===== src/hdl/number_text_to_bit_string_unit_assert.svh =====
// Assertion macros shared by the RTL of the number text converter.
`ifndef NUMBER_TEXT_TO_BIT_STRING_UNIT_ASSERT_SVH
`define NUMBER_TEXT_TO_BIT_STRING_UNIT_ASSERT_SVH

`ifndef SYNTH
`define NTS_ASSERT(lbl, prop) \
  lbl: assert property (@(posedge clk_i) disable iff (!rst_ni) prop) \
    else $error("nts assertion failed");
`define NTS_ASSERT_RST(lbl, prop) \
  lbl: assert property (@(posedge clk_i) prop) \
    else $error("nts reset assertion failed");
`else
`define NTS_ASSERT(lbl, prop)
`define NTS_ASSERT_RST(lbl, prop)
`endif

`endif


===== src/hdl/nts_pkg.sv =====
package nts_pkg;

  localparam int unsigned AccW = 64;
  localparam int unsigned CntW = 7;

  localparam logic [1:0] CFG_HEX_DEFAULT  = 2'd0;
  localparam logic [1:0] CFG_WIDTH_SELECT = 2'd1;

  localparam logic [1:0] WSEL_8  = 2'd0;
  localparam logic [1:0] WSEL_16 = 2'd1;
  localparam logic [1:0] WSEL_32 = 2'd2;
  localparam logic [1:0] WSEL_64 = 2'd3;

  localparam logic [7:0] CH_0     = 8'h30;
  localparam logic [7:0] CH_9     = 8'h39;
  localparam logic [7:0] CH_UA    = 8'h41;
  localparam logic [7:0] CH_UZ    = 8'h5a;
  localparam logic [7:0] CH_A     = 8'h61;
  localparam logic [7:0] CH_F     = 8'h66;
  localparam logic [7:0] CH_X     = 8'h78;
  localparam logic [7:0] CASE_OFS = 8'h20;

  localparam logic [4:0] BIT_CHAR_HI = 5'b11000;

  typedef struct packed {
    logic            push;
    logic [AccW-1:0] value;
  } q_push_t;

  typedef struct packed {
    logic            valid;
    logic [AccW-1:0] value;
  } q_head_t;

endpackage


===== src/hdl/nts_front.sv =====
module nts_front
  import nts_pkg::*;
(
  input  logic       clk_i,
  input  logic       rst_ni,
  input  logic       hex_default_i,
  input  logic       in_valid_i,
  output logic       in_ready_o,
  input  logic [7:0] char_in_i,
  input  logic       end_of_stream_i,
  input  logic       q_full_i,
  output q_push_t    q_push_o
);

  logic [AccW-1:0] acc_q, acc_d;
  logic            seen_q, seen_d;
  logic            hov_q, hov_d;

  logic [7:0]      c_lc;
  logic            is_x, is_dec, is_alpha, is_delim, hex, take, accept, emit;
  logic [3:0]      dval;
  logic [AccW-1:0] acc_hex, acc_dec, acc_new;

  assign in_ready_o = !q_full_i;
  assign accept     = in_valid_i && in_ready_o;

  assign c_lc     = (char_in_i >= CH_UA && char_in_i <= CH_UZ) ? (char_in_i + CASE_OFS)
                                                               : char_in_i;
  assign is_x     = (c_lc == CH_X);
  assign is_dec   = (c_lc >= CH_0) && (c_lc <= CH_9);
  assign is_alpha = (c_lc >= CH_A) && (c_lc <= CH_F);
  assign is_delim = !is_x && !is_dec && !is_alpha;
  assign hex      = hex_default_i || hov_q;
  assign take     = is_dec || (is_alpha && hex);
  assign dval     = is_dec ? c_lc[3:0] : 4'(c_lc[3:0] + 4'd9);

  assign acc_hex = {acc_q[AccW-5:0], dval};
  assign acc_dec = (acc_q << 3) + (acc_q << 1) + {{(AccW-4){1'b0}}, dval};
  assign acc_new = hex ? acc_hex : acc_dec;

  assign emit = (is_delim && seen_q) || (end_of_stream_i && (seen_q || take));

  assign q_push_o.push  = accept && emit;
  assign q_push_o.value = take ? acc_new : acc_q;

  always_comb begin
    acc_d  = acc_q;
    seen_d = seen_q;
    hov_d  = hov_q;
    if (accept) begin
      priority if (end_of_stream_i || (is_delim && seen_q)) begin
        acc_d  = '0;
        seen_d = 1'b0;
        hov_d  = 1'b0;
      end else if (is_x) begin
        hov_d = 1'b1;
      end else if (take) begin
        acc_d  = acc_new;
        seen_d = 1'b1;
      end
    end
  end

  always_ff @(posedge clk_i or negedge rst_ni) begin
    if (!rst_ni) begin
      acc_q  <= '0;
      seen_q <= 1'b0;
      hov_q  <= 1'b0;
    end else begin
      acc_q  <= acc_d;
      seen_q <= seen_d;
      hov_q  <= hov_d;
    end
  end

endmodule


===== src/hdl/nts_queue.sv =====
`include "number_text_to_bit_string_unit_assert.svh"

module nts_queue
  import nts_pkg::*;
(
  input  logic    clk_i,
  input  logic    rst_ni,
  input  q_push_t q_push_i,
  input  logic    pop_i,
  output q_head_t q_head_o,
  output logic    full_o
);

  localparam int unsigned Depth = 2;

  logic [AccW-1:0] mem_q [Depth];
  logic            wr_ptr_q, rd_ptr_q;
  logic [1:0]      cnt_q;
  logic            do_push, do_pop;

  assign full_o         = (cnt_q == 2'(Depth));
  assign q_head_o.valid = (cnt_q != 2'd0);
  assign q_head_o.value = mem_q[rd_ptr_q];

  assign do_push = q_push_i.push;
  assign do_pop  = pop_i && q_head_o.valid;

  always_ff @(posedge clk_i) begin
    if (do_push) begin
      mem_q[wr_ptr_q] <= q_push_i.value;
    end
  end

  always_ff @(posedge clk_i or negedge rst_ni) begin
    if (!rst_ni) begin
      wr_ptr_q <= 1'b0;
      rd_ptr_q <= 1'b0;
      cnt_q    <= 2'd0;
    end else begin
      if (do_push) begin
        wr_ptr_q <= !wr_ptr_q;
      end
      if (do_pop) begin
        rd_ptr_q <= !rd_ptr_q;
      end
      unique case ({do_push, do_pop})
        2'b10:   cnt_q <= cnt_q + 2'd1;
        2'b01:   cnt_q <= cnt_q - 2'd1;
        default: cnt_q <= cnt_q;
      endcase
    end
  end

  `NTS_ASSERT(queue_no_overflow, (do_push && !do_pop) |-> (cnt_q != 2'(Depth)))
  `NTS_ASSERT_RST(queue_empty_after_reset, !rst_ni |=> (cnt_q == 2'd0))

endmodule


===== src/hdl/nts_back.sv =====
`include "number_text_to_bit_string_unit_assert.svh"

module nts_back
  import nts_pkg::*;
(
  input  logic       clk_i,
  input  logic       rst_ni,
  input  logic [1:0] width_select_i,
  input  q_head_t    q_head_i,
  output logic       pop_o,
  output logic       out_valid_o,
  input  logic       out_ready_i,
  output logic [5:0] bit_char_o,
  output logic       last_bit_o
);

  logic [AccW-1:0] sh_q, sh_d, aligned;
  logic [CntW-1:0] cnt_q, cnt_d, nbits;
  logic            busy_q, busy_d;
  logic            load;

  assign out_valid_o = busy_q;
  assign bit_char_o  = {BIT_CHAR_HI, sh_q[AccW-1]};
  assign last_bit_o  = (cnt_q == CntW'(1));

  assign load  = q_head_i.valid && (!busy_q || (out_ready_i && last_bit_o));
  assign pop_o = load;

  always_comb begin
    unique case (width_select_i)
      WSEL_8: begin
        aligned = {q_head_i.value[7:0], 56'd0};
        nbits   = CntW'(8);
      end
      WSEL_16: begin
        aligned = {q_head_i.value[15:0], 48'd0};
        nbits   = CntW'(16);
      end
      WSEL_32: begin
        aligned = {q_head_i.value[31:0], 32'd0};
        nbits   = CntW'(32);
      end
      WSEL_64: begin
        aligned = q_head_i.value;
        nbits   = CntW'(64);
      end
      default: begin
        aligned = q_head_i.value;
        nbits   = CntW'(64);
      end
    endcase
  end

  always_comb begin
    sh_d   = sh_q;
    cnt_d  = cnt_q;
    busy_d = busy_q;
    if (busy_q && out_ready_i) begin
      sh_d  = sh_q << 1;
      cnt_d = cnt_q - CntW'(1);
      if (last_bit_o) begin
        busy_d = 1'b0;
      end
    end
    if (load) begin
      sh_d   = aligned;
      cnt_d  = nbits;
      busy_d = 1'b1;
    end
  end

  always_ff @(posedge clk_i) begin
    sh_q <= sh_d;
  end

  always_ff @(posedge clk_i or negedge rst_ni) begin
    if (!rst_ni) begin
      cnt_q  <= '0;
      busy_q <= 1'b0;
    end else begin
      cnt_q  <= cnt_d;
      busy_q <= busy_d;
    end
  end

  `NTS_ASSERT(back_busy_has_bits, busy_q |-> (cnt_q != '0))
  `NTS_ASSERT(back_idle_no_bits, !busy_q |-> (cnt_q == '0))
  `NTS_ASSERT(back_holds_midword, (busy_q && !last_bit_o) |=> busy_q)

endmodule


===== src/hdl/number_text_to_bit_string_unit.sv =====
// Number text to bit string converter.
// The input channel (in_valid_i/in_ready_o) takes one text character per beat,
// with end_of_stream_i marking the last character of a stream. Digits 0-9 and
// a-f (hex mode only) build a 64-bit number; x switches the number to hex, and
// any other byte ends a pending number.
// The output channel (out_valid_o/out_ready_i) gives one beat per bit, as ASCII
// '0' or '1', most significant bit first, with last_bit_o on the final bit.
// Each number gives 8, 16, 32 or 64 beats, as width_select chooses.
// The configuration channel writes register 0 (hex_default) and register 1
// (width_select); writes are taken every cycle and belong to idle periods.
// Throughput is one character per cycle while in_ready_o is high. A number
// goes from the queue into the back end's shift register once it is free, and
// is sent one bit per cycle while out_ready_i is high. Two finished numbers can
// wait in the queue between the parser and the serializer; whenever the queue
// is full, in_ready_o drops until the serializer frees an entry.
// Reset clears the configuration, the pending number and the queue.
module number_text_to_bit_string_unit
  import nts_pkg::*;
(
  input  logic       clk_i,
  input  logic       rst_ni,
  input  logic       cfg_valid_i,
  output logic       cfg_ready_o,
  input  logic [1:0] cfg_index_i,
  input  logic [1:0] cfg_data_i,
  input  logic       in_valid_i,
  output logic       in_ready_o,
  input  logic [7:0] char_in_i,
  input  logic       end_of_stream_i,
  output logic       out_valid_o,
  input  logic       out_ready_i,
  output logic [5:0] bit_char_o,
  output logic       last_bit_o
);

  logic       hex_default_q;
  logic [1:0] width_select_q;
  q_push_t    q_push;
  q_head_t    q_head;
  logic       q_full, q_pop;

  assign cfg_ready_o = 1'b1;

  always_ff @(posedge clk_i or negedge rst_ni) begin
    if (!rst_ni) begin
      hex_default_q  <= 1'b0;
      width_select_q <= WSEL_8;
    end else if (cfg_valid_i && cfg_ready_o) begin
      if (cfg_index_i == CFG_HEX_DEFAULT) begin
        hex_default_q <= cfg_data_i[0];
      end
      if (cfg_index_i == CFG_WIDTH_SELECT) begin
        width_select_q <= cfg_data_i;
      end
    end
  end

  nts_front u_front (
    .clk_i           (clk_i),
    .rst_ni          (rst_ni),
    .hex_default_i   (hex_default_q),
    .in_valid_i      (in_valid_i),
    .in_ready_o      (in_ready_o),
    .char_in_i       (char_in_i),
    .end_of_stream_i (end_of_stream_i),
    .q_full_i        (q_full),
    .q_push_o        (q_push)
  );

  nts_queue u_queue (
    .clk_i    (clk_i),
    .rst_ni   (rst_ni),
    .q_push_i (q_push),
    .pop_i    (q_pop),
    .q_head_o (q_head),
    .full_o   (q_full)
  );

  nts_back u_back (
    .clk_i          (clk_i),
    .rst_ni         (rst_ni),
    .width_select_i (width_select_q),
    .q_head_i       (q_head),
    .pop_o          (q_pop),
    .out_valid_o    (out_valid_o),
    .out_ready_i    (out_ready_i),
    .bit_char_o     (bit_char_o),
    .last_bit_o     (last_bit_o)
  );

endmodule


===== config.mk =====
export PLATFORM = sky130hd
export DESIGN_NAME = number_text_to_bit_string_unit
export DESIGN_NICKNAME = d
export VERILOG_FILES = /design/src/hdl/nts_pkg.sv /design/src/hdl/nts_front.sv /design/src/hdl/nts_queue.sv /design/src/hdl/nts_back.sv /design/src/hdl/number_text_to_bit_string_unit.sv
export VERILOG_INCLUDE_DIRS = /design/src /design/src/hdl
export SDC_FILE = /design/constraint.sdc
export NUM_CORES = 1
export LEC_CHECK = 0
export ABC_AREA = 1
export BUFFER_PORTS_ARGS = -buffer_cell sky130_fd_sc_hd__buf_2
export CORE_UTILIZATION = 65
export DETAILED_ROUTE_END_ITERATION = 16
export GPL_ROUTABILITY_DRIVEN = 0
export GPL_TIMING_DRIVEN = 0
export PLACE_DENSITY = 0.88
export SLEW_MARGIN = 20
export SYNTH_ARGS = -nofsm -noshare
export SYNTH_HDL_FRONTEND = slang
export SYNTH_SLANG_ARGS = --single-unit

===== constraint.sdc =====
create_clock -name clk_i -period 10.5 [get_ports clk_i]
set_clock_uncertainty 0.2 [all_clocks]
set_input_delay 0.525 -clock clk_i [delete_from_list [all_inputs] [get_ports clk_i]]
set_output_delay 0.525 -clock clk_i [all_outputs]
set_load 0.03 [all_outputs]

-- After elaboration in Yosys (flattened, before gate mapping)
Memory sizes are Yosys's and may differ from the RTL's.
Index checks and enable logic that the tools add are counted.
- memory bits (writable): 128
- latch bits: 0
- output and inout bits: 10
- register bits after elaboration: 145
- memories: 1
- bits of input ports: 18
- memory bits (read-only): 0
- multipliers: 0
- equal/unequal tests: 10
- div/mod/pow operators: 0
- reduce and logical (&&, ||, !) cells: 41
- add/subtract/negate cells: 7
- mux-type cells: 23
- $lt $le $gt $ge: 6
- bitwise logic cells: 0
- shift operators: 0
- memory list (name ; words ; width ; rd ports ; clocked after Yosys merged registers in ; wr ports ; RTL line ; source):
    u_queue.mem_q ; 2 ; 64 ; 1 ; 0 ; 1 ; nts_queue.sv:16 ; logic [AccW-1:0] mem_q [Depth];
- operators by type and width (operator ; number):
    two-way mux 64 bit ; 6
    case mux 64 bit (4 select lines) ; 1
    adder 64 x 4 -> 64 bit ; 1
    adder 64 bit ; 1
    case mux 7 bit (4 select lines) ; 1
    >= comparator 8 x 7 -> 1 bit, second input constant ; 2
    less-or-equal comparator 8 x 7 -> 1 bit, second input constant ; 2
    logical AND 1 bit ; 14
    two-way mux 7 bit ; 2
    nonzero test 2 bit ; 6
    two-way mux 1 bit ; 10
    AND reduction 2 bit ; 5
    adder 8 x 6 -> 8 bit, second input constant ; 1
    == test 2 bit, second input constant ; 4
    == test 8 x 7 -> 1 bit, second input constant ; 1
    >= comparator 8 x 6 -> 1 bit, second input constant ; 1
    less-or-equal comparator 8 x 6 -> 1 bit, second input constant ; 1
    two-way mux 8 bit ; 1
    == test 7 x 1 -> 1 bit, second input constant ; 1
    zero test 1 bit ; 7
    subtractor 7 x 1 -> 7 bit, second input constant ; 1
    == test 2 x 1 -> 1 bit, second input constant ; 3
    logical OR 1 bit ; 6
    adder 4 bit, second input constant ; 1
    7 further kinds ; 8

-- Longest topological paths before layout
- depth after elaboration: 13
- gate-level depth with buffers: 35
- depth with buffers taken out: 35

-- Hierarchy
From an unflattened synthesis, not the netlist that was laid out.
- cells, all modules: 2840
- area, all modules: 19799.0 sq um
- modules (own cells, without submodules) (module ; seq. area each (sq um) ; cells an instance ; times used ; area an instance (sq um)):
    nts_front ; 1651.6 ; 2019 ; 1 ; 10970.5
    nts_queue ; 3943.8 ; 363 ; 1 ; 4872.2
    nts_back ; 2122.0 ; 440 ; 1 ; 3806.2
    number_text_to_bit_string_unit ; 75.1 ; 18 ; 1 ; 150.1

-- Least setup slack after synthesis
OpenSTA, ideal clock, no wires.
- path kind: in2reg
- from: input port char_in_i[0]
- to: memory u_queue.mem_q[1][0] (enable)
- cell stages on the path: 15
- slack: 5.118 ns
- arrival: 4.696 ns
- setup time: 0.486 ns
- required time: 9.814 ns
- path buffers: 1
- cell sequence: inv_1 -> ha_1 -> nand2_1 -> nand2_1 -> nand3_2 -> nand3_1 -> nand2_1 -> nor2_2 -> nand3_1 -> nor2_2 -> nand3_2 -> buf_4 -> nand3_1 -> nand3_1 -> nor2_1
- cells in the longest elaborated chain, start to end: 13
- elaborated cells on any way between the ends: 26
- those cells by class: add/sub (1); order compare (6); eq/ne (1); mux (3); reduce/logical (15)
- ends and longest elaborated chain (element ; RTL line ; source):
    start: declaration ; number_text_to_bit_string_unit.sv:28 ; input logic [7:0] char_in_i,
    >= comparator 8 x 7 -> 1 bit / less-or-equal comparator 8 x 7 -> 1 bit (equally long branches) ; nts_front.sv:27 ; assign c_lc = (char_in_i >= CH_UA && char_in_i <= CH_UZ) ? (char_in_i + CASE_OFS)
    logical AND 1 bit ; nts_front.sv:27 ;
    two-way mux 8 bit (*) ; nts_front.sv:27 ;
    >= comparator 8 x 6 -> 1 bit, or another cell as far along ; nts_front.sv:30 ; assign is_dec = (c_lc >= CH_0) && (c_lc <= CH_9);
    logical AND 1 bit (on tied branches) ; nts_front.sv:30, nts_front.sv:31 ;
    zero test 1 bit / logical AND 1 bit (equally long branches) ; nts_front.sv:32, nts_front.sv:34 ;
    logical AND 1 bit / logical OR 1 bit (equally long branches) ; nts_front.sv:32, nts_front.sv:34 ;
    logical AND 1 bit / logical OR 1 bit (equally long branches) ; nts_front.sv:32, nts_front.sv:41 ;
    logical AND 1 bit ; nts_front.sv:41 ; assign emit = (is_delim && seen_q) || (end_of_stream_i && (seen_q || take));
    logical OR 1 bit (*) ; nts_front.sv:41 ;
    logical AND 1 bit (*) ; nts_front.sv:43 ; assign q_push_o.push = accept && emit;
    two-way mux 1 bit (*) ; nts_queue.sv:29 ; if (do_push) begin
    two-way mux 1 bit (implied by the code) (*) ; nts_queue.sv:30 ; mem_q[wr_ptr_q] <= q_push_i.value;
    end: declaration ; nts_queue.sv:16 ;
Every way passes the cells marked *; elsewhere a longest branch is shown, timed or not.

==> run_results.csv <==
group,metric,value,unit
worst_setup_path,cp_common_cell,"nand2_1",
synth,synth_top_area_share,31.15,%
run_status,status,"finished, final reports clean",
routing,vias_per_cell,6.178,
timing,finalHoldViolations,0,
timing,rsz0062_at_grt,"false",
cts,cts_buffer_depth,3,
power,power.density,162.6,mW/mm²
timing,setup_viol,0,
synth,synth_edf_count,192,
worst_setup_path,critPathSlowestCell,"fa_1",
power,p_seq_share,43.9,%
timing,setup_slack,5.371,ns
timing,finalCritPeriodShare,48.84,%
cts,clk_pin_slew,0.07,ns
timing,relSlewSlack,26.17,%
global_routing,antenna_found_initial,0,
min_path,hold-path-cell-count,3,
cts,cts_tree,"built",
timing,fmax,0.1950,GHz
routing,dr_total_vias,17942,
synth,yosys.area.top_type,"edfxtp_1",
place,pre_cts_slack,5.259,ns
routing,first_iter_violations,2448,
worst_setup_path,crit_path_max_fanout,8,
cts,cts_resized,0,
routing,drc,0,
worst_setup_path,arrival,5.19,ns
worst_setup_path,r2r_start,"u_front.acc_q[0]",
power,clockPowerShare,30.4,%
timing,fin_crit,5.129,ns
cts,clock-sinks,273,
die,rows,61,
synth,synth_ff_type,"edfxtp_1",
power,ir_drop,0.0001394,V
die,die-area,0.02916,mm²
place,numPortBuffers,20,
worst_setup_path,crit_path_end_kind,"flip-flop",
worst_setup_path,startpoint,"char_in_i[5]",
worst_setup_path,worst-path-buf-inv,5,
routing,wl_per_cell,19.41,µm
cts,post_cts_buffers,0,
worst_setup_path,max_stage_delay,0.51,ns
power,intPower,2.198,mW
worst_setup_path,cp-start-kind,"input port",
min_path,hold_end,"hex_default_q",
min_path,holdCritStartpoint,"cfg_data_i[0]",
global_routing,grt_use_met1,50.51,%
power,finalPower,3.282,mW
global_routing,use_met3,7.796,%
cts,clockRootBuffer,"clkbuf_16",
global_routing,grt_max_degree,56,
global_routing,grt_pass1_vias,17030,
timing,final.setup.tns,0,ns
final_layout,fin_nets,2658,
worst_setup_path,reg2reg_slack,6.54,ns
global_routing,grtUsageMet2,61.72,%
die,core_area,0.02793,mm²
place,hpwl,41920,µm
synth,synth_cell_types,43,
final_layout,stdcell_area,0.02018,mm²
place,detailed_place.area,0.01924,mm²
global_routing,busiest_layer,"met2",
synth,async_flop_share,29.67,%
synth,ys_seq_area_share,42.10,%
synth,synth_area_per_cell,7.559,µm²
power,p_sw,1.084,mW
global_routing,gr-usage-all-layers,39.35,%
routing,drt_pass1_iterations,10,
routing,wirelength,56350,µm
worst_setup_path,r2r_cells,18,
timing,tightestPinTransition,1.077,ns
min_path,min_path_type,"input port to flip-flop",
final_layout,area_growth,9.024,%
worst_setup_path,worst-setup-path-type,"input port to flip-flop",
worst_setup_path,cp.required,10.56,ns
global_routing,grt_first_pass_wirelength,87980,µm
flow_run,drv_cap,0,
die,dieHeight,170.8,µm
timing,worst_hold_slack,0.04948,ns
die,start_util,66.27,%
worst_setup_path,crit_family,"simple AND/OR/NAND/NOR gates",
cts,clock_latency,0.55,ns
synth,synth_warnings,0,
worst_setup_path,r2r-end,"u_queue.mem_q[0][60]",
synth,netlist_instances,2449,
final_layout,antenna_cells,0,
power,power_frac_comb,25.7,%
power,netSwitchingFraction,33.03,%
synth,yosys-top-cells-area,"edfxtp_1 (31%), nand2_1 (19%), dfrtp_1 (11%)",
routing,postRouteAntennaNets,0,
timing,final_max_slew_viol_count,0,
synth,synth_seq_cells,273,
cts,numCtsBuffers,25,
die,dieWidth,170.8,µm
global_routing,grt-ovfl-total,0,
synth,netlist_area,0.01851,mm²
die,io_pins,28,
final_layout,drive_above_1_share,5.661,%
cts,cts.htree.levels,1,
power,power_leakage,10.04,nW
## worst reg2reg max path, cell delays in order (launching register included)
cell      delay [ns]
dfrtp_1         0.47
fa_1            0.60
inv_1           0.08
fa_1            0.47
nand3b_1        0.18
nand2_1         0.17
nand2_1         0.07
nand2_1         0.20
nand2_1         0.10
nand2_1         0.14
nand3_1         0.09
nand2_1         0.22
nand2_1         0.16
nand2_1         0.10
nand2_1         0.05
nand3_1         0.11
nand2_1         0.10
nand2_1         0.07
nand2_1         0.10
## cell usage in the layout (no fill, tap or decap), drive strengths merged, types with 12 or more instances in the layout
cell and n:
mux2i 30, dfrtp 81, ha 131, o22ai 13
or2 14, nor2 202, nand2 958, xnor2 19
a21oi 104, nand3 157, nand3b 12, nand4 13
clkbuf 70, edfxtp 192, o21ai 154, o221ai 13
buf 68, inv 223
## worst max-delay path by stage
stage / end / cells after the start
final: u_queue.mem_q[0][60] / 31
after global routing: u_queue.mem_q[0][60] / 31
after CTS: u_queue.mem_q[0][60] / 31
after detailed placement: u_queue.mem_q[0][60] / 31
after global placement: u_queue.mem_q[1][56] / 16
after floorplan: u_queue.mem_q[1][0] / 15
## layout make-up
class / instances / area [µm²]
plain buffers: 80 / 436.7
clock buffers: 33 / 748.2
clock inverters: 13 / 171.4
fillers: 2025 / 7752
inverters: 222 / 835.8
multi-input cells: 1878 / 9479
flip-flops and latches: 273 / 7792
well taps: 378 / 473.0
repair buffers: 27 / 245.2
## power groups by stage
stage	Clock [mW]	Combinational, mW	Sequential [mW]
5_1_grt	1.03	0.893	1.45
6_report	0.998	0.844	1.44
2_1_floorplan	0	0.524	1.44
3_5_place_dp	0	0.779	1.45
3_3_place_gp	0	0.734	1.45
4_1_cts	0.993	0.802	1.44
## per-layer routing
metal	up-vias	wire length, µm
li1	8155	-
met1	8132	20680
met2	1369	24390
met3	286	7315
met4	0	3966
met5	-	0
## registers in the layout (all words and copies together), names as in the netlist
name	flops
u_front.acc_q	64
u_back.sh_q	64
hex_default_q	1
u_queue.rd_ptr_q	1
u_queue.cnt_q	2
u_front.seen_q	1
width_select_q	2
u_back.out_valid_o	1
u_queue.wr_ptr_q	1
u_front.hov_q	1
u_back.cnt_q	7
u_queue.mem_q	128
## cell usage after synthesis (18+ instances only)
| cell type | instances |
|---|---|
| clkbuf_1 | 37 |
| nand3_1 | 155 |
| dfrtp_1 | 81 |
| a21oi_1 | 104 |
| ha_1 | 131 |
| nor2_1 | 197 |
| o21ai_0 | 154 |
| nand2_1 | 953 |
| inv_1 | 212 |
| edfxtp_1 | 192 |
| buf_4 | 18 |
| mux2i_1 | 30 |
| xnor2_1 | 19 |
## timing repair
action	CTS	global route
endpoints found under the setup margin	0	0
endpoints found under the hold margin	27	0
hold buffers	2	0
## cells by family (layout without fill, tap and decap cells)
group | Yosys count | count (layout) | synth area share (%)
flip-flops | 273 | 273 | 42.10
AO/OA/AOI/OAI | 309 | 309 | 9.071
XOR/XNOR | 28 | 28 | 1.325
AND/OR/NAND/NOR | 1372 | 1372 | 29.92
other | 2 | 6 | 0.04057
adder cells (fa/ha/maj) | 133 | 133 | 9.071
multiplexers | 30 | 30 | 1.622
buffers and inverters | 302 | 375 | 6.860
## metrics by stage
step	util [%]	instances
2_1_floorplan	-	2453
3_3_place_gp	68.37	2851
3_5_place_dp	68.88	2856
4_1_cts	72.25	2904
5_1_grt	72.25	2904
6_report	72.25	2904
Note: power is estimated with default switching activity, not from simulation.
